$ cat config.mk
export PLATFORM = sky130hd
export DESIGN_NAME = leaf_access_locality_tracker_core
export DESIGN_NICKNAME = d
export VERILOG_FILES = /design/src/design/lalt_pkg.sv /design/src/design/leaf_access_locality_tracker_core.sv /design/src/design/lalt_front.sv /design/src/design/lalt_fifo.sv /design/src/design/lalt_back.sv
export SDC_FILE = /design/constraint.sdc
export NUM_CORES = 1
export LEC_CHECK = 0
export BUFFER_PORTS_ARGS = -buffer_cell sky130_fd_sc_hd__buf_2
export CORE_MARGIN = 1.5
export CORE_UTILIZATION = 53
export DETAILED_ROUTE_END_ITERATION = 10
export PLACE_DENSITY = 0.79
export SKIP_CTS_REPAIR_TIMING = 1
export SYNTH_ARGS = -nofsm -noshare
export SYNTH_HDL_FRONTEND = slang
export SYNTH_SLANG_ARGS = --single-unit
export TNS_END_PERCENT = 50
$ cat constraint.sdc
create_clock -name clk -period 4.6 [get_ports clk]
set_input_delay 0.92 -clock clk [delete_from_list [all_inputs] [get_ports clk]]
set_output_delay 0.92 -clock clk [all_outputs]
set_load 0.05 [all_outputs]
$ cat src/design/lalt_pkg.sv
package lalt_pkg;

  localparam int ADDR_BITS_DEF = 48;
  localparam int CNT_BITS      = 16;
  localparam int NUM_TRK       = 3;
  localparam int TRK_BITS      = 2;
  localparam int Q_DEPTH       = 2;

  localparam logic [CNT_BITS-1:0] REPEAT_THRESHOLD_RST = CNT_BITS'(5);

  // operation kinds on the input beat
  localparam logic [1:0] FUNC_FIND   = 2'd0;
  localparam logic [1:0] FUNC_INSERT = 2'd1;
  localparam logic [1:0] FUNC_ERASE  = 2'd2;
  localparam logic [1:0] FUNC_RESET  = 2'd3;

  // tracker slots
  localparam logic [TRK_BITS-1:0] TRK_FIND   = TRK_BITS'(0);
  localparam logic [TRK_BITS-1:0] TRK_INSERT = TRK_BITS'(1);

  typedef enum logic [1:0] {
    ACT_HIT,
    ACT_CLEAR,
    ACT_RESET_ALL
  } act_t;

  typedef struct packed {
    act_t                act;
    logic [TRK_BITS-1:0] trk;
    logic                is_ins;
    logic                app;
    logic                pre;
  } ctrl_t;

  localparam int CTRL_BITS = $bits(ctrl_t);

endpackage

$ cat src/design/leaf_access_locality_tracker_core.sv
// Channel   Direction  Handshake             Payload
// in_*      input      in_valid / in_ready   func, succeeded, page_addr, slot, node_count,
//                                            has_left, has_right
// out_*     output     out_valid / out_ready hint addresses, hint flags, run counts
// cfg_*     input      cfg_we (no wait)      repeat threshold
//
// One beat per cycle sustained while out_ready stays high. With the queue empty, an accepted
// beat is written into the queue, then popped into the back-end registers, from which
// it leaves at the output.
// The tracker state update is address compares and saturating increments, fed back
// through the back-end state registers.
// Synchronous active-low reset; threshold resets to five, trackers to zero.
// A stalled output holds its beat and stops the back end; the two-entry queue takes one
// more input beat and then holds in_ready low until the output moves.
module leaf_access_locality_tracker_core #(
  parameter int ADDR_BITS = lalt_pkg::ADDR_BITS_DEF
) (
  input  logic                          clk,
  input  logic                          rst_n,
  input  logic                          cfg_we,
  input  logic [lalt_pkg::CNT_BITS-1:0] cfg_wdata,
  input  logic                          in_valid,
  output logic                          in_ready,
  input  logic [1:0]                    in_func,
  input  logic                          in_succeeded,
  input  logic [ADDR_BITS-1:0]          in_page_addr,
  input  logic [lalt_pkg::CNT_BITS-1:0] in_slot,
  input  logic [lalt_pkg::CNT_BITS-1:0] in_node_count,
  input  logic                          in_has_left,
  input  logic                          in_has_right,
  output logic                          out_valid,
  input  logic                          out_ready,
  output logic                          out_find_fast_track,
  output logic [ADDR_BITS-1:0]          out_find_hint_addr,
  output logic [ADDR_BITS-1:0]          out_insert_hint_addr,
  output logic                          out_append_hint,
  output logic                          out_prepend_hint,
  output logic [lalt_pkg::CNT_BITS-1:0] out_append_run,
  output logic [lalt_pkg::CNT_BITS-1:0] out_prepend_run
);
  import lalt_pkg::*;

  localparam int QW = CTRL_BITS + ADDR_BITS;

  // front end: classification of the beat
  logic                 q_full, q_push, q_valid, q_pop;
  ctrl_t                f_ctrl, b_ctrl;
  logic [ADDR_BITS-1:0] f_addr, b_addr;
  logic [QW-1:0]        q_wdata, q_rdata;

  lalt_front #(
    .ADDR_BITS(ADDR_BITS)
  ) u_front (
    .in_valid      (in_valid),
    .in_ready      (in_ready),
    .in_func       (in_func),
    .in_succeeded  (in_succeeded),
    .in_page_addr  (in_page_addr),
    .in_slot       (in_slot),
    .in_node_count (in_node_count),
    .in_has_left   (in_has_left),
    .in_has_right  (in_has_right),
    .q_full        (q_full),
    .q_push        (q_push),
    .q_ctrl        (f_ctrl),
    .q_addr        (f_addr)
  );

  // decoupling queue between the classifier and the tracker state
  assign q_wdata = {f_ctrl, f_addr};

  lalt_fifo #(
    .WIDTH(QW),
    .DEPTH(Q_DEPTH)
  ) u_queue (
    .clk       (clk),
    .rst_n     (rst_n),
    .push      (q_push),
    .wdata     (q_wdata),
    .full      (q_full),
    .pop       (q_pop),
    .not_empty (q_valid),
    .rdata     (q_rdata)
  );

  assign b_ctrl = ctrl_t'(q_rdata[QW-1:ADDR_BITS]);
  assign b_addr = q_rdata[ADDR_BITS-1:0];

  // back end: tracker update and registered result
  lalt_back #(
    .ADDR_BITS(ADDR_BITS)
  ) u_back (
    .clk                  (clk),
    .rst_n                (rst_n),
    .cfg_we               (cfg_we),
    .cfg_wdata            (cfg_wdata),
    .q_valid              (q_valid),
    .q_pop                (q_pop),
    .q_ctrl               (b_ctrl),
    .q_addr               (b_addr),
    .out_valid            (out_valid),
    .out_ready            (out_ready),
    .out_find_fast_track  (out_find_fast_track),
    .out_find_hint_addr   (out_find_hint_addr),
    .out_insert_hint_addr (out_insert_hint_addr),
    .out_append_hint      (out_append_hint),
    .out_prepend_hint     (out_prepend_hint),
    .out_append_run       (out_append_run),
    .out_prepend_run      (out_prepend_run)
  );

endmodule

$ cat src/design/lalt_front.sv
module lalt_front #(
  parameter int ADDR_BITS = lalt_pkg::ADDR_BITS_DEF
) (
  input  logic                          in_valid,
  output logic                          in_ready,
  input  logic [1:0]                    in_func,
  input  logic                          in_succeeded,
  input  logic [ADDR_BITS-1:0]          in_page_addr,
  input  logic [lalt_pkg::CNT_BITS-1:0] in_slot,
  input  logic [lalt_pkg::CNT_BITS-1:0] in_node_count,
  input  logic                          in_has_left,
  input  logic                          in_has_right,
  input  logic                          q_full,
  output logic                          q_push,
  output lalt_pkg::ctrl_t               q_ctrl,
  output logic [ADDR_BITS-1:0]          q_addr
);
  import lalt_pkg::*;

  logic [CNT_BITS-1:0] last_slot;

  assign in_ready  = !q_full;
  assign q_push    = in_valid && !q_full;
  assign q_addr    = in_page_addr;
  assign last_slot = in_node_count - CNT_BITS'(1);

  always_comb begin
    q_ctrl.trk    = TRK_BITS'(in_func);
    q_ctrl.is_ins = (in_func == FUNC_INSERT);
    // empty leaf never counts as an append
    q_ctrl.app    = !in_has_right && (in_node_count != '0) && (in_slot == last_slot);
    q_ctrl.pre    = !in_has_left && (in_slot == '0);
    case (in_func)
      FUNC_RESET: begin
        q_ctrl.act = ACT_RESET_ALL;
      end
      FUNC_FIND, FUNC_INSERT, FUNC_ERASE: begin
        q_ctrl.act = in_succeeded ? ACT_HIT : ACT_CLEAR;
      end
      default: begin
        q_ctrl.act = ACT_RESET_ALL;
      end
    endcase
  end

endmodule

$ cat src/design/lalt_fifo.sv
module lalt_fifo #(
  parameter int WIDTH = 8,
  parameter int DEPTH = lalt_pkg::Q_DEPTH
) (
  input  logic             clk,
  input  logic             rst_n,
  input  logic             push,
  input  logic [WIDTH-1:0] wdata,
  output logic             full,
  input  logic             pop,
  output logic             not_empty,
  output logic [WIDTH-1:0] rdata
);
  localparam int PW = (DEPTH > 1) ? $clog2(DEPTH) : 1;
  localparam int CW = $clog2(DEPTH + 1);

  logic [WIDTH-1:0] mem_r [DEPTH];
  logic [PW-1:0]    wr_ptr_r, wr_ptr_nxt;
  logic [PW-1:0]    rd_ptr_r, rd_ptr_nxt;
  logic [CW-1:0]    cnt_r, cnt_nxt;

  assign full      = (cnt_r == CW'(DEPTH));
  assign not_empty = (cnt_r != '0);
  assign rdata     = mem_r[rd_ptr_r];

  always_comb begin
    wr_ptr_nxt = wr_ptr_r;
    rd_ptr_nxt = rd_ptr_r;
    cnt_nxt    = cnt_r;
    if (push) begin
      wr_ptr_nxt = (wr_ptr_r == PW'(DEPTH - 1)) ? '0 : wr_ptr_r + PW'(1);
    end
    if (pop) begin
      rd_ptr_nxt = (rd_ptr_r == PW'(DEPTH - 1)) ? '0 : rd_ptr_r + PW'(1);
    end
    if (push && !pop) begin
      cnt_nxt = cnt_r + CW'(1);
    end else if (pop && !push) begin
      cnt_nxt = cnt_r - CW'(1);
    end
  end

  always_ff @(posedge clk) begin
    if (!rst_n) begin
      wr_ptr_r <= '0;
      rd_ptr_r <= '0;
      cnt_r    <= '0;
    end else begin
      wr_ptr_r <= wr_ptr_nxt;
      rd_ptr_r <= rd_ptr_nxt;
      cnt_r    <= cnt_nxt;
    end
  end

  always_ff @(posedge clk) begin
    if (push) begin
      mem_r[wr_ptr_r] <= wdata;
    end
  end

endmodule

$ cat src/design/lalt_back.sv
module lalt_back #(
  parameter int ADDR_BITS = lalt_pkg::ADDR_BITS_DEF
) (
  input  logic                          clk,
  input  logic                          rst_n,
  input  logic                          cfg_we,
  input  logic [lalt_pkg::CNT_BITS-1:0] cfg_wdata,
  input  logic                          q_valid,
  output logic                          q_pop,
  input  lalt_pkg::ctrl_t               q_ctrl,
  input  logic [ADDR_BITS-1:0]          q_addr,
  output logic                          out_valid,
  input  logic                          out_ready,
  output logic                          out_find_fast_track,
  output logic [ADDR_BITS-1:0]          out_find_hint_addr,
  output logic [ADDR_BITS-1:0]          out_insert_hint_addr,
  output logic                          out_append_hint,
  output logic                          out_prepend_hint,
  output logic [lalt_pkg::CNT_BITS-1:0] out_append_run,
  output logic [lalt_pkg::CNT_BITS-1:0] out_prepend_run
);
  import lalt_pkg::*;

  logic [CNT_BITS-1:0]  thresh_r;
  logic [ADDR_BITS-1:0] leaf_r   [NUM_TRK];
  logic [ADDR_BITS-1:0] leaf_nxt [NUM_TRK];
  logic [CNT_BITS-1:0]  rpt_r    [NUM_TRK];
  logic [CNT_BITS-1:0]  rpt_nxt  [NUM_TRK];
  logic [CNT_BITS-1:0]  app_r, app_nxt;
  logic [CNT_BITS-1:0]  pre_r, pre_nxt;
  logic                 vld_r, vld_nxt;
  logic                 fft, ift;

  logic                 fft_r;
  logic [ADDR_BITS-1:0] fhint_r, ihint_r;

  function automatic logic [CNT_BITS-1:0] sat_inc(input logic [CNT_BITS-1:0] v);
    return (v == '1) ? v : v + CNT_BITS'(1);
  endfunction

  assign q_pop   = q_valid && (!vld_r || out_ready);
  assign vld_nxt = q_pop || (vld_r && !out_ready);

  always_comb begin
    for (int k = 0; k < NUM_TRK; k++) begin
      leaf_nxt[k] = leaf_r[k];
      rpt_nxt[k]  = rpt_r[k];
      if (q_ctrl.act == ACT_RESET_ALL) begin
        leaf_nxt[k] = '0;
        rpt_nxt[k]  = '0;
      end else if (q_ctrl.trk == TRK_BITS'(k)) begin
        if (q_ctrl.act == ACT_CLEAR) begin
          leaf_nxt[k] = '0;
          rpt_nxt[k]  = '0;
        end else if (leaf_r[k] != q_addr) begin
          leaf_nxt[k] = q_addr;
          rpt_nxt[k]  = '0;
        end else begin
          rpt_nxt[k]  = sat_inc(rpt_r[k]);
        end
      end
    end
    app_nxt = app_r;
    pre_nxt = pre_r;
    if (q_ctrl.is_ins) begin
      case (q_ctrl.act)
        ACT_HIT: begin
          app_nxt = q_ctrl.app ? sat_inc(app_r) : '0;
          pre_nxt = q_ctrl.pre ? sat_inc(pre_r) : '0;
        end
        ACT_CLEAR: begin
          app_nxt = '0;
          pre_nxt = '0;
        end
        default: begin
          app_nxt = app_r;
          pre_nxt = pre_r;
        end
      endcase
    end
    fft = (rpt_nxt[TRK_FIND] >= thresh_r);
    ift = (rpt_nxt[TRK_INSERT] >= thresh_r);
  end

  always_ff @(posedge clk) begin
    if (!rst_n) begin
      thresh_r <= REPEAT_THRESHOLD_RST;
      vld_r    <= 1'b0;
      app_r    <= '0;
      pre_r    <= '0;
      for (int k = 0; k < NUM_TRK; k++) begin
        leaf_r[k] <= '0;
        rpt_r[k]  <= '0;
      end
    end else begin
      vld_r <= vld_nxt;
      if (cfg_we) begin
        thresh_r <= cfg_wdata;
      end
      if (q_pop) begin
        app_r <= app_nxt;
        pre_r <= pre_nxt;
        for (int k = 0; k < NUM_TRK; k++) begin
          leaf_r[k] <= leaf_nxt[k];
          rpt_r[k]  <= rpt_nxt[k];
        end
      end
    end
  end

  // result register, loaded with the post-update view
  always_ff @(posedge clk) begin
    if (q_pop) begin
      fft_r   <= fft;
      fhint_r <= fft ? leaf_nxt[TRK_FIND] : '0;
      ihint_r <= ift ? leaf_nxt[TRK_INSERT] : '0;
    end
  end

  assign out_valid            = vld_r;
  assign out_find_fast_track  = fft_r;
  assign out_find_hint_addr   = fhint_r;
  assign out_insert_hint_addr = ihint_r;
  assign out_append_run       = app_r;
  assign out_prepend_run      = pre_r;
  assign out_append_hint      = (app_r != '0);
  assign out_prepend_hint     = (app_r == '0) && (pre_r != '0);

endmodule
* Yosys cells after proc, flatten, opt, wreduce, memory -nomap -nowiden *
Memory sizes are Yosys's and may differ from the RTL's. A register that Yosys moved wholly into a read port is not among the register bits.
Cells that the tools add are included.

operators by class
  eq/ne operators = 19
  mux-type cells = 53
  order comparisons = 2
  reductions and logical operators = 32
  bitwise logic cells = 6
  add/subtract/negate cells = 10

operators with widths
  cell                   count
  $mux 48                15
  $mux 16                22
  $ne 48x48->1           3
  $add 16x1->16 const B  5
  $eq 16x16->1 const B   5
  $pmux 16 s2            2
  $reduce_bool 16->1     3
  $ge 16x16->1           2
  $logic_not 16->1       2
  $eq 16x16->1           1
  $sub 16x1->16 const B  1
  $mux 1                 11
  $eq 2x2->1 const B     5
  $logic_and 1x1->1      9
  $reduce_and 4->1       2
  $logic_not 1->1        7
  $eq 2x1->1 const B     3
  $logic_not 2->1        3
  $ne 3x3->1 const B     2
  $or 1x1->1             6
  $reduce_bool 2->1      3
  $mux 2                 2
  $pmux 2 s2             1
  $reduce_or 3->1        1
  4 further kinds        6

word-level totals
  memories = 3
  word-level logic and storage cells = 135
  output and inout bits = 133
  bits in writable memories = 302
  bits in registers = 150

memory list
  memory         depth  width  read ports  clocked after memory_dff  wr ports  RTL line         text
  u_back.leaf_r  3      48     3           0                         3         lalt_back.sv:25  logic [ADDR_BITS-1:0] leaf_r [NUM_TRK];
  u_queue.mem_r  2      55     1           1                         1         lalt_fifo.sv:17  logic [WIDTH-1:0] mem_r [DEPTH];
  u_back.rpt_r   3      16     3           0                         3         lalt_back.sv:27  logic [CNT_BITS-1:0] rpt_r [NUM_TRK];

* Longest topological paths before layout *
Gate-level depths: netlist (run 1).
An unclocked memory read counts as a cell.

  word-level depth = 8
  mapped depth = 23
  depth with buffers taken out = 16

* Cells and area by module *
A second synthesis (run 1) with hierarchy kept.

unflattened totals
  cell total of the unflattened synthesis = 1,669
  area, all modules = 19,642.6 sq um

modules (own cells, without submodules)
  module      area each (sq um)  cells an instance  instances  seq. area each (sq um)
  lalt_back   14,426.3           1,342              1          7,737.4
  lalt_fifo   4,207.8            193                1          3,403.3
  lalt_front  1,008.5            134                1          0.0

* Worst setup path after synthesis (run 1) *
OpenSTA, ideal clock, no wires.

  path kind = input-to-reg
  start = in rst_n
  end = mem u_back.leaf_r[0][0] (netlist bit), enable pin
  data required time = 3.490 ns
  buffers on the path = 2
  setup slack = -0.034 ns
  cell stages on the path = 3
  arrival time = 3.525 ns
  path through = clkbuf_1 clkbuf_1 nand2_1

RTL lines
  item             RTL line                                 text
  start, declared  leaf_access_locality_tracker_core.sv:19  input logic rst_n,
  end, declared    lalt_back.sv:25

==> flow_summary.yaml, run 1 <==
run_status:
  outcome: "finished with violations"
  violations: "negative setup slack"
worst_setup_path:
  rrSetupSlack_ns: -0.07
  arrival_ns: 4.96
  cp-start-kind: "flop"
  slowest_stage: "dfxtp_4"
  worstPathRequired_ns: 4.89
  cpPeakStageDelay_ns: 0.41
  r2r_end: "u_back.out_insert_hint_addr[43]"
  path_max_fanout: 15
  path_cells: "buf_8 > buf_12 > mux2i_2 > xnor2_1 > nand4_1 > nor4_4 > and4_4 > buf_4 > o211ai_1 > a21oi_1 > ha_1 > a21o_1 > a21o_1 > a21oi_1 > o211ai_1 > buf_4 > buf_4 > o22ai_4 > buf_12 > buf_12 > o32ai_1"
  critPathKind: "reg2reg"
  r2r_cells: 21
  cp-end-kind: "flop"
synthesis:
  synth_seq_area_share: 0.563
  ys_ff_latch: 389
  syn-cell-area_um2: 19800
  synthArstFlopShare: 0
  syn-num-nets: 1797
  synth_edf_count: 335
  synthCells: 1651
  synthFlopType: "edfxtp_1"
  ys_types: 70
  yosys_warnings: 0
  syn_avg_cell_area_um2: 12.0
drt:
  drt_iter0_markers: 1771
  vias_per_cell: 6.46
  drc: 0
  vias: 15900
  wirelength_um: 59300
  wire_per_inst_um: 24.1
  drtPass1Iterations: 6
  final_antenna_net_count: 0
global_routing:
  gr-usage-met2: 0.467
  grt_pass1_wl_um: 85800
  grt_use_met3: 0.0488
  met1_usage: 0.384
  top_usage_layer: "met2"
  grt_max_degree: 81
  grt_pass1_vias: 14900
  antenna_found_initial: 2
  grt_use_total: 0.290
  grt_overflow: 0
clock_network:
  cts_tree: "yes"
  clk_latency_ns: 0.58
  h-tree-depth: 2
  clock_sinks: 389
  cts.clk_slew.worst_paths_ns: 0.06
  cts_buffer_depth: 3
  root_buffer: "clkbuf_16"
  cts_buffers: 42
final_layout:
  drive_gt1_frac: 0.277
  syn_to_final_growth_pct: 22.1
  fin_nets: 2110
timing:
  setup_violations: 84
  drv_slew: 0
  finalCritPeriodShare: 1.02
  grt_setup_unrepaired: "yes"
  maxSlewHeadroom: 0.201
  fin_ws_ns: -0.0742
  finalHoldViolCount: 0
  whs_ns: 0.516
  max_freq_mhz: 214
  finClkSkew_ns: 0.0251
  tightest_slew_ns: 1.20
  fin_crit_ns: 4.67
power_and_ir_drop:
  ir_drop_mv: 0.576
  power.density_nw_per_um2: 711
  p_leak_nw: 9.08
placement:
  pre_cts_ws_ns: -0.405
  io_buffers: 238
  gp_congestion: 0.925
  hpwl_um: 38700
min_path:
  worstHoldStart: "u_back.out_valid"
  holdPathStages: 2
  hold_class: "reg2reg"
  hold_end: "u_back.out_valid"
floorplan:
  core_um2: 36700
  initial_core_util: 0.539
  placementRows: 70
  die_h_um: 196
  dieArea_um2: 38500
  die_w_um: 196
  io_pins: 239
run:
  max_cap_violations: 0
[placed cells by master, fill, tap and decap left out, types with 13 or more instances in the layout]
cell | Yosys | layout
a21o_1 | 13 | 13
a21oi_1 | 40 | 37
a22oi_1 | 48 | 48
a31oi_1 | 19 | 17
a32o_1 | 47 | 47
and3_1 | 15 | 13
buf_12 | 0 | 15
buf_2 | 19 | 238
buf_4 | 3 | 94
clkbuf_16 | 0 | 50
dfxtp_1 | 54 | 53
edfxtp_1 | 335 | 335
ha_1 | 40 | 40
inv_1 | 85 | 84
mux2_2 | 21 | 16
mux2_4 | 25 | 30
mux2i_1 | 68 | 49
mux2i_2 | 0 | 14
nand2_1 | 60 | 58
nand3_1 | 33 | 31
nand4_1 | 52 | 52
nor2_1 | 162 | 158
nor2b_1 | 22 | 22
nor3_1 | 53 | 50
nor4_1 | 27 | 21
o21ai_0 | 23 | 22
o32ai_1 | 49 | 47
or3_1 | 18 | 18
xnor2_1 | 119 | 104
xnor2_2 | 4 | 18
xor2_1 | 18 | 18
[critical path, delay by kind of cell (launching register included)]
kind / cells / cell delay [ns]
mux: 1 / 0.31
compound gates: 8 / 1.11
fa+ha+maj: 1 / 0.27
buf+inv: 7 / 1.08
simple gates: 3 / 0.92
flops: 1 / 0.41
xor+xnor: 1 / 0.28
[how the worst max path moves through the flow]
stage	slack, ns	to	cells past startpoint	start
2_1_floorplan	0.1	u_back.leaf_r[0][47]	8	out_ready
3_3_place_gp	-0.19	u_back.out_find_hint_addr[47]	20	flop
3_5_place_dp	-0.41	u_back.out_insert_hint_addr[43]	19	flop
4_1_cts	-0.51	u_back.out_insert_hint_addr[43]	19	flop
5_1_grt	-0.19	u_back.out_insert_hint_addr[43]	22	flop
6_report	-0.07	u_back.out_insert_hint_addr[43]	21	flop
[cells by family (layout without fill, tap and decap cells)]
| logic type | after synthesis | count (layout) | share of synthesized area |
|---|---|---|---|
| AND/OR/NAND/NOR | 492 | 492 | 0.127 |
| adder cells (fa/ha/maj) | 40 | 40 | 0.0253 |
| XOR/XNOR | 141 | 141 | 0.0639 |
| buffers and inverters | 177 | 522 | 0.0396 |
| flip-flops | 389 | 389 | 0.563 |
| other | 0 | 1 | 0 |
| multiplexers | 115 | 115 | 0.0659 |
| AO/OA/AOI/OAI | 297 | 297 | 0.115 |
[state kept, by name (all words and copies together), names as in the netlist, named ones only]
signal,cells
u_back.out_prepend_run,16
u_back.out_append_run,16
u_queue.mem_r,110
u_back.out_find_fast_track,1
u_queue.rd_ptr_r,1
u_back.out_insert_hint_addr,48
u_back.out_find_hint_addr,48
u_back.out_valid,1
u_back.rpt_r,32
u_back.thresh_r,16
u_queue.wr_ptr_r,1
u_back.leaf_r,96
u_queue.cnt_r,2
[cell type report]
cell class | count | area [um2]
Fill cell | 2628 | 12500
Sequential cell | 389 | 11100
Multi-Input combinational cell | 1085 | 8350
Timing Repair Buffer | 361 | 2430
Clock buffer | 56 | 1190
Tap cell | 468 | 586
Inverter | 85 | 322
Clock inverter | 20 | 133
Antenna cell | 1 | 2.50
[layer usage]
layer,wire length [um],up-vias
li1,-,6937
met1,22400,7800
met2,28300,996
met3,5570,188
met4,3040,2
met5,13,-
[through the flow]
step | power [mW] | std cells | area (um2) | utilization | setup TNS [ns]
5_1_grt | 17.7 | 2465 | 24200 | 0.658 | -11.12
6_report | 17.2 | 2465 | 24200 | 0.658 | -2.74
2_1_floorplan | 10.5 | 1651 | 19800 | - | 0
4_1_cts | 16.3 | 2438 | 23400 | 0.638 | -24.73
3_5_place_dp | 13.0 | 2362 | 22100 | 0.602 | -17.98
3_3_place_gp | 12.8 | 2362 | 22100 | 0.602 | -4.32
[cell usage after synthesis (all sizes together), types with 10 or more instances]
library cell / number / area (um2)
or3: 18 / 113
nand2: 60 / 225
nand4: 54 / 350
a22oi: 48 / 360
a21o: 13 / 97.6
xnor2: 123 / 1110
mux2: 47 / 623
nor3: 53 / 265
a21oi: 40 / 200
a32o: 47 / 470
and2: 11 / 68.8
inv: 85 / 319
nor2b: 22 / 138
and3: 15 / 93.8
o22ai: 10 / 62.6
o21ai: 25 / 125
ha: 40 / 500
o32ai: 50 / 445
mux2i: 68 / 681
buf: 35 / 249
clkbuf: 57 / 215
xor2: 18 / 158
nor4: 31 / 219
a31oi: 21 / 161
edfxtp: 335 / 10100
dfxtp: 54 / 1080
nand3: 34 / 175
nor2: 162 / 608
[report_power, final]
group	switching (mW)	internal [mW]	total, mW
sequential	0.679	5.19	5.87
combinational	5.23	2.74	7.97
clock	1.45	1.88	3.33
total	7.37	9.81	17.2
Power figures use the tool's default switching activity.
==> inputs of run 2 (changes only) <==
--- a/config.mk
+++ b/config.mk
@@ -9,7 +9,8 @@
 export CORE_MARGIN = 1.5
 export CORE_UTILIZATION = 53
 export DETAILED_ROUTE_END_ITERATION = 10
-export PLACE_DENSITY = 0.79
+export MAX_ROUTING_LAYER = met4
+export PLACE_DENSITY = 0.75
 export SKIP_CTS_REPAIR_TIMING = 1
 export SYNTH_ARGS = -nofsm -noshare
 export SYNTH_HDL_FRONTEND = slang
==> constraint.sdc (replaced) <==
create_clock -name clk -period 4.6 [get_ports clk]
set_input_delay 0.92 -clock clk [delete_from_list [all_inputs] [get_ports clk]]
set_output_delay 0.92 -clock clk [all_outputs]
set_load 0.005 [all_outputs]
==> flow_summary.yaml, run 2 (synthesized netlist as in run 1, its figures left out) <==
run_status:
  outcome: "completed"
worst_setup_path:
  cpPeakStageDelay_ns: 0.43
  path_max_fanout: 12
  critPathKind: "reg2reg"
  cp-end-kind: "flop"
  worstPathRequired_ns: 4.90
  slowest_stage: "dfxtp_4"
  arrival_ns: 4.83
  cp-start-kind: "flop"
  path_cells: "buf_12 > buf_12 > buf_8 > mux2_4 > xnor2_2 > nand4_1 > nor4_2 > buf_4 > and3_4 > buf_4 > buf_4 > nand4_2 > a31oi_1 > ha_1 > a21oi_2 > o22ai_1 > nor3_2 > o31ai_4 > nand2_2 > buf_12 > clkbuf_16 > nor2_1"
timing:
  finalHoldViolCount: 0
  finClkSkew_ns: 0.0220
  grt_setup_unrepaired: "yes"
  drv_slew: 0
  tightest_slew_ns: 1.01
  setup_violations: 0
  fin_crit_ns: 4.53
  max_freq_mhz: 221
  finalCritPeriodShare: 0.984
  maxSlewHeadroom: 0.329
power_and_ir_drop:
  power.density_nw_per_um2: 656
  ir_drop_mv: 0.493
  p_leak_nw: 9.52
final_layout:
  regArea_um2: 11100
  drive_gt1_frac: 0.311
  final_cell_mix: "335 x edfxtp_1, 238 x buf_2, 179 x buf_4"
  nFillCells: 2577
  final_util: 0.681
  stdcell_count: 2551
  largest_reg_flops: 110
  reg_top3: "u_queue.mem_r (110), u_back.leaf_r (96)"
  multiInputGateArea_um2: 8430
  syn_to_final_growth_pct: 26.3
  fin_nets: 2197
  regMostFlops: "u_queue.mem_r"
  final_common_cell: "edfxtp_1"
run:
  max_cap_violations: 0
clock_network:
  cts_tree: "yes"
  h-tree-depth: 2
  cts.clk_slew.worst_paths_ns: 0.06
  cts_buffer_depth: 3
  cts_buffers: 42
  root_buffer: "clkbuf_16"
  clk_latency_ns: 0.58
  clock_sinks: 389
drt:
  met2_length_um: 28700
  drtPass1Iterations: 5
  vias_per_cell: 6.31
  vias: 16100
  wl_met3_um: 5540
  final_antenna_net_count: 0
  m1WireLength_um: 23400
  top_layer: "met4"
  drt_iter0_markers: 1731
  wirelength_um: 60200
  drc: 0
  wire_per_inst_um: 23.6
floorplan:
  io_pins: 239
  initial_core_util: 0.539
  dieArea_um2: 38500
  placementRows: 70
  die_w_um: 196
  die_h_um: 196
  core_um2: 36700
global_routing:
  grt_pass1_wl_um: 87600
  grt_overflow: 0
  antenna_found_initial: 5
  grt_use_total: 0.305
  grt_pass1_vias: 15500
  grt_max_degree: 74
min_path:
  hold_class: "reg2reg"
  worstHoldStart: "u_back.thresh_r[5]"
placement:
  gp_congestion: 0.942
  hpwl_um: 40100
  io_buffers: 238
  dp.cells: 2447
[run 2: worst max-delay path: cells and delay by family, from the launching register on]
family / cells / cell delay [ns]
compound gates: 4 / 0.56
xor+xnor: 1 / 0.15
flops: 1 / 0.43
buf+inv: 8 / 1.20
simple gates: 7 / 1.31
mux: 1 / 0.32
fa+ha+maj: 1 / 0.28
[run 2: through the flow]
| stage | TNS, ns | area (um2) | total power, mW | hold slack (ns) | setup WS, ns |
|---|---|---|---|---|---|
| finish | 0 | 25000 | 16.4 | 0.526 | 0.0735 |
| global route | -3.43 | 25000 | 17.0 | 0.520 | -0.0874 |
| CTS | -14.91 | 24100 | 15.5 | 0.520 | -0.340 |
| detailed placement | -12.06 | 22700 | 12.0 | 0.512 | -0.305 |
| global placement | -7.52 | 22700 | 11.8 | 0.495 | -0.195 |
| floorplan | 0 | 19800 | 9.11 | 0.473 | 0.110 |
[run 2: worst paths after layout]
path / slack (ns) / cells after the start / to
hold / removal: 0.53 / 2 / u_back.thresh_r[5]
setup / recovery: 0.07 / 22 / u_back.out_find_hint_addr[13]
setup reg to reg: 0.07 / 22 / u_back.out_find_hint_addr[13]
hold reg to reg: 0.53 / 2 / u_back.thresh_r[5]
[run 2: area by class of cell]
cell class,count,share of cell area
clock inverter,23,0.0106
clock buffer,48,0.0438
multi-input combinational,1085,0.338
timing repair buffer,448,0.125
sequential,389,0.446
inverter,85,0.0129
antenna,5,0.000501
tap,468,0.0234
[run 2: routing by layer]
| metal | vias up | global-route usage |
|---|---|---|
| met1 | 7892 | 0.392 |
| li1 | 7125 | - |
| met5 | - | - |
| met3 | 161 | 0.0516 |
| met2 | 924 | 0.488 |
| met4 | 0 | 0.119 |
[run 2: power by group]
part / internal (mW) / switching [mW]
Sequential: 5.18 / 0.669
Combinational: 3.07 / 4.03
Clock: 2.03 / 1.41
==> inputs of run 3 (changes only) <==
--- a/config.mk
+++ b/config.mk
@@ -7,10 +7,10 @@
 export LEC_CHECK = 0
 export BUFFER_PORTS_ARGS = -buffer_cell sky130_fd_sc_hd__buf_2
 export CORE_MARGIN = 1.5
-export CORE_UTILIZATION = 53
+export CORE_UTILIZATION = 40
 export DETAILED_ROUTE_END_ITERATION = 10
 export MAX_ROUTING_LAYER = met4
-export PLACE_DENSITY = 0.75
+export PLACE_DENSITY = 0.59
 export SKIP_CTS_REPAIR_TIMING = 1
 export SYNTH_ARGS = -nofsm -noshare
 export SYNTH_HDL_FRONTEND = slang
==> flow_summary.yaml, run 3 (synthesized netlist as in run 1, its figures left out) <==
timing:
  finalCritPeriodShare: 1.01
  fin_crit_ns: 4.66
  setup_violations: 51
  max_freq_mhz: 214
  whs_ns: 0.518
  grt_setup_unrepaired: "yes"
  tightest_slew_ns: 1.20
  maxSlewHeadroom: 0.198
  setup_tns_ns: -1.44
  finalHoldViolCount: 0
  finClkSkew_ns: 0.0217
  fin_ws_ns: -0.0627
  drv_slew: 0
final_layout:
  drive_gt1_frac: 0.311
  final_common_cell: "edfxtp_1"
  fin_nets: 2169
  largest_reg_flops: 110
  multiInputGateArea_um2: 8460
  final_util: 0.514
  final_cell_mix: "335 x edfxtp_1, 238 x buf_2, 142 x buf_4"
  design_area_um2: 25100
  stdcell_count: 2728
  reg_top3: "u_queue.mem_r (110), u_back.leaf_r (96)"
  regArea_um2: 11100
  nFillCells: 4321
  syn_to_final_growth_pct: 26.8
  regMostFlops: "u_queue.mem_r"
run_status:
  outcome: "finished with violations"
  violations: "negative setup slack"
drt:
  wire_per_inst_um: 23.0
  vias_per_cell: 5.71
  wirelength_um: 62800
  drc: 0
  drtPass1Iterations: 5
  vias: 15600
  drt_iter0_markers: 1447
  final_antenna_net_count: 0
power_and_ir_drop:
  power.density_nw_per_um2: 655
  p_sw_mw: 6.24
  p_clk_frac: 0.214
  swShare: 0.380
  p_int_mw: 10.2
  power_frac_comb: 0.430
  p_leak_nw: 9.40
  power_frac_seq: 0.356
  ir_drop_mv: 0.319
global_routing:
  grt_max_degree: 74
  grt_pass1_vias: 15000
  grt_pass1_wl_um: 90700
  gr-usage-met2: 0.387
  grt_use_total: 0.244
  antenna_found_initial: 5
  grt_overflow: 0
  met1_usage: 0.312
  top_usage_layer: "met2"
  grt_use_met3: 0.0409
floorplan:
  initial_core_util: 0.405
  dieArea_um2: 50800
  placementRows: 81
  io_pins: 239
  die_w_um: 225
  core_um2: 48800
  die_h_um: 225
clock_network:
  clock_sinks: 389
  cts_buffer_depth: 3
  cts_buffers: 45
  clk_latency_ns: 0.59
  root_buffer: "clkbuf_16"
  cts_tree: "yes"
  h-tree-depth: 2
  cts.clk_slew.worst_paths_ns: 0.06
run:
  max_cap_violations: 0
placement:
  place_area_um2: 22700
  hpwl_um: 41800
  gp_congestion: 0.907
  io_buffers: 238
  dp.cells: 2605
min_path:
  hold_class: "in2reg"
  hold_end: "u_queue.mem_r[0][24]"
  holdPathStages: 1
  worstHoldStart: "in_page_addr[24]"
worst_setup_path:
  path_max_fanout: 8
  cp-start-kind: "flop"
  r2r_end: "u_back.out_find_hint_addr[6]"
  cpPeakStageDelay_ns: 0.46
  cp.buffers_inverters: 6
  crit_family: "simple AND/OR/NAND/NOR gates"
  path_cells: "buf_6 > buf_12 > mux2_4 > xnor2_2 > nand4_1 > nor4_4 > buf_4 > and3_4 > buf_12 > nand4_1 > a31oi_1 > ha_1 > a21o_1 > a21oi_2 > o22ai_2 > nor3_2 > o31ai_2 > nand2_2 > buf_6 > clkbuf_16 > nor2_1"
  rrSetupSlack_ns: -0.06
  cp-end-kind: "flop"
  r2r_cells: 21
  arrival_ns: 4.98
  worstPathRequired_ns: 4.91
  critPathKind: "reg2reg"
  slowest_stage: "dfxtp_4"
-- run 3: cell count changes in the layout (fill, tap and decap cells not counted), sizes merged --
cell / change
buf: -34
clkbuf: +14
bufinv: -4
inv: +4
clkinv: +2
diode: -1
-- run 3: area by class of cell --
type,count,area share
clock inverters,25,0.00798
clock buffers,59,0.0491
diodes,4,0.000399
repair buffers,417,0.116
flip-flops and latches,389,0.444
inverters,85,0.0128
multi-input cells,1085,0.337
well taps,664,0.0331
-- run 3: power groups by stage --
| stage | clock network (mW) | logic [mW] | registers, mW |
|---|---|---|---|
| after detailed placement | 0 | 6.14 | 5.88 |
| after floorplan | 0 | 3.37 | 5.74 |
| after global routing | 3.71 | 7.47 | 5.95 |
| after global placement | 0 | 6.10 | 5.87 |
| after CTS | 3.59 | 6.17 | 5.83 |
| final | 3.52 | 7.06 | 5.86 |
-- run 3: metrics by stage --
stage / setup WS [ns] / power [mW]
CTS: -0.525 / 15.6
floorplan: 0.110 / 9.11
finish: -0.0627 / 16.4
global route: -0.208 / 17.1
detailed placement: -0.487 / 12.0
global placement: -0.462 / 12.0
-- run 3: how the worst max path moves through the flow --
stage | startpoint | end | slack, ns | cells past startpoint
4_1_cts | flop | u_back.out_insert_hint_addr[11] | -0.52 | 19
3_5_place_dp | flop | u_back.out_insert_hint_addr[11] | -0.49 | 19
2_1_floorplan | out_ready | u_back.leaf_r[0][47] | 0.11 | 8
6_report | flop | u_back.out_find_hint_addr[6] | -0.06 | 21
5_1_grt | flop | u_back.out_find_hint_addr[15] | -0.21 | 21
3_3_place_gp | flop | u_back.out_insert_hint_addr[5] | -0.46 | 18
-- run 3: routing by layer --
layer  share of wire  vias up  routed length [um]
li1                -     7072                   -
met1            0.42     7776               26500
met2            0.48      602               30000
met3           0.070      120                4410
met4           0.031        0                1980
met5               0        -                   0
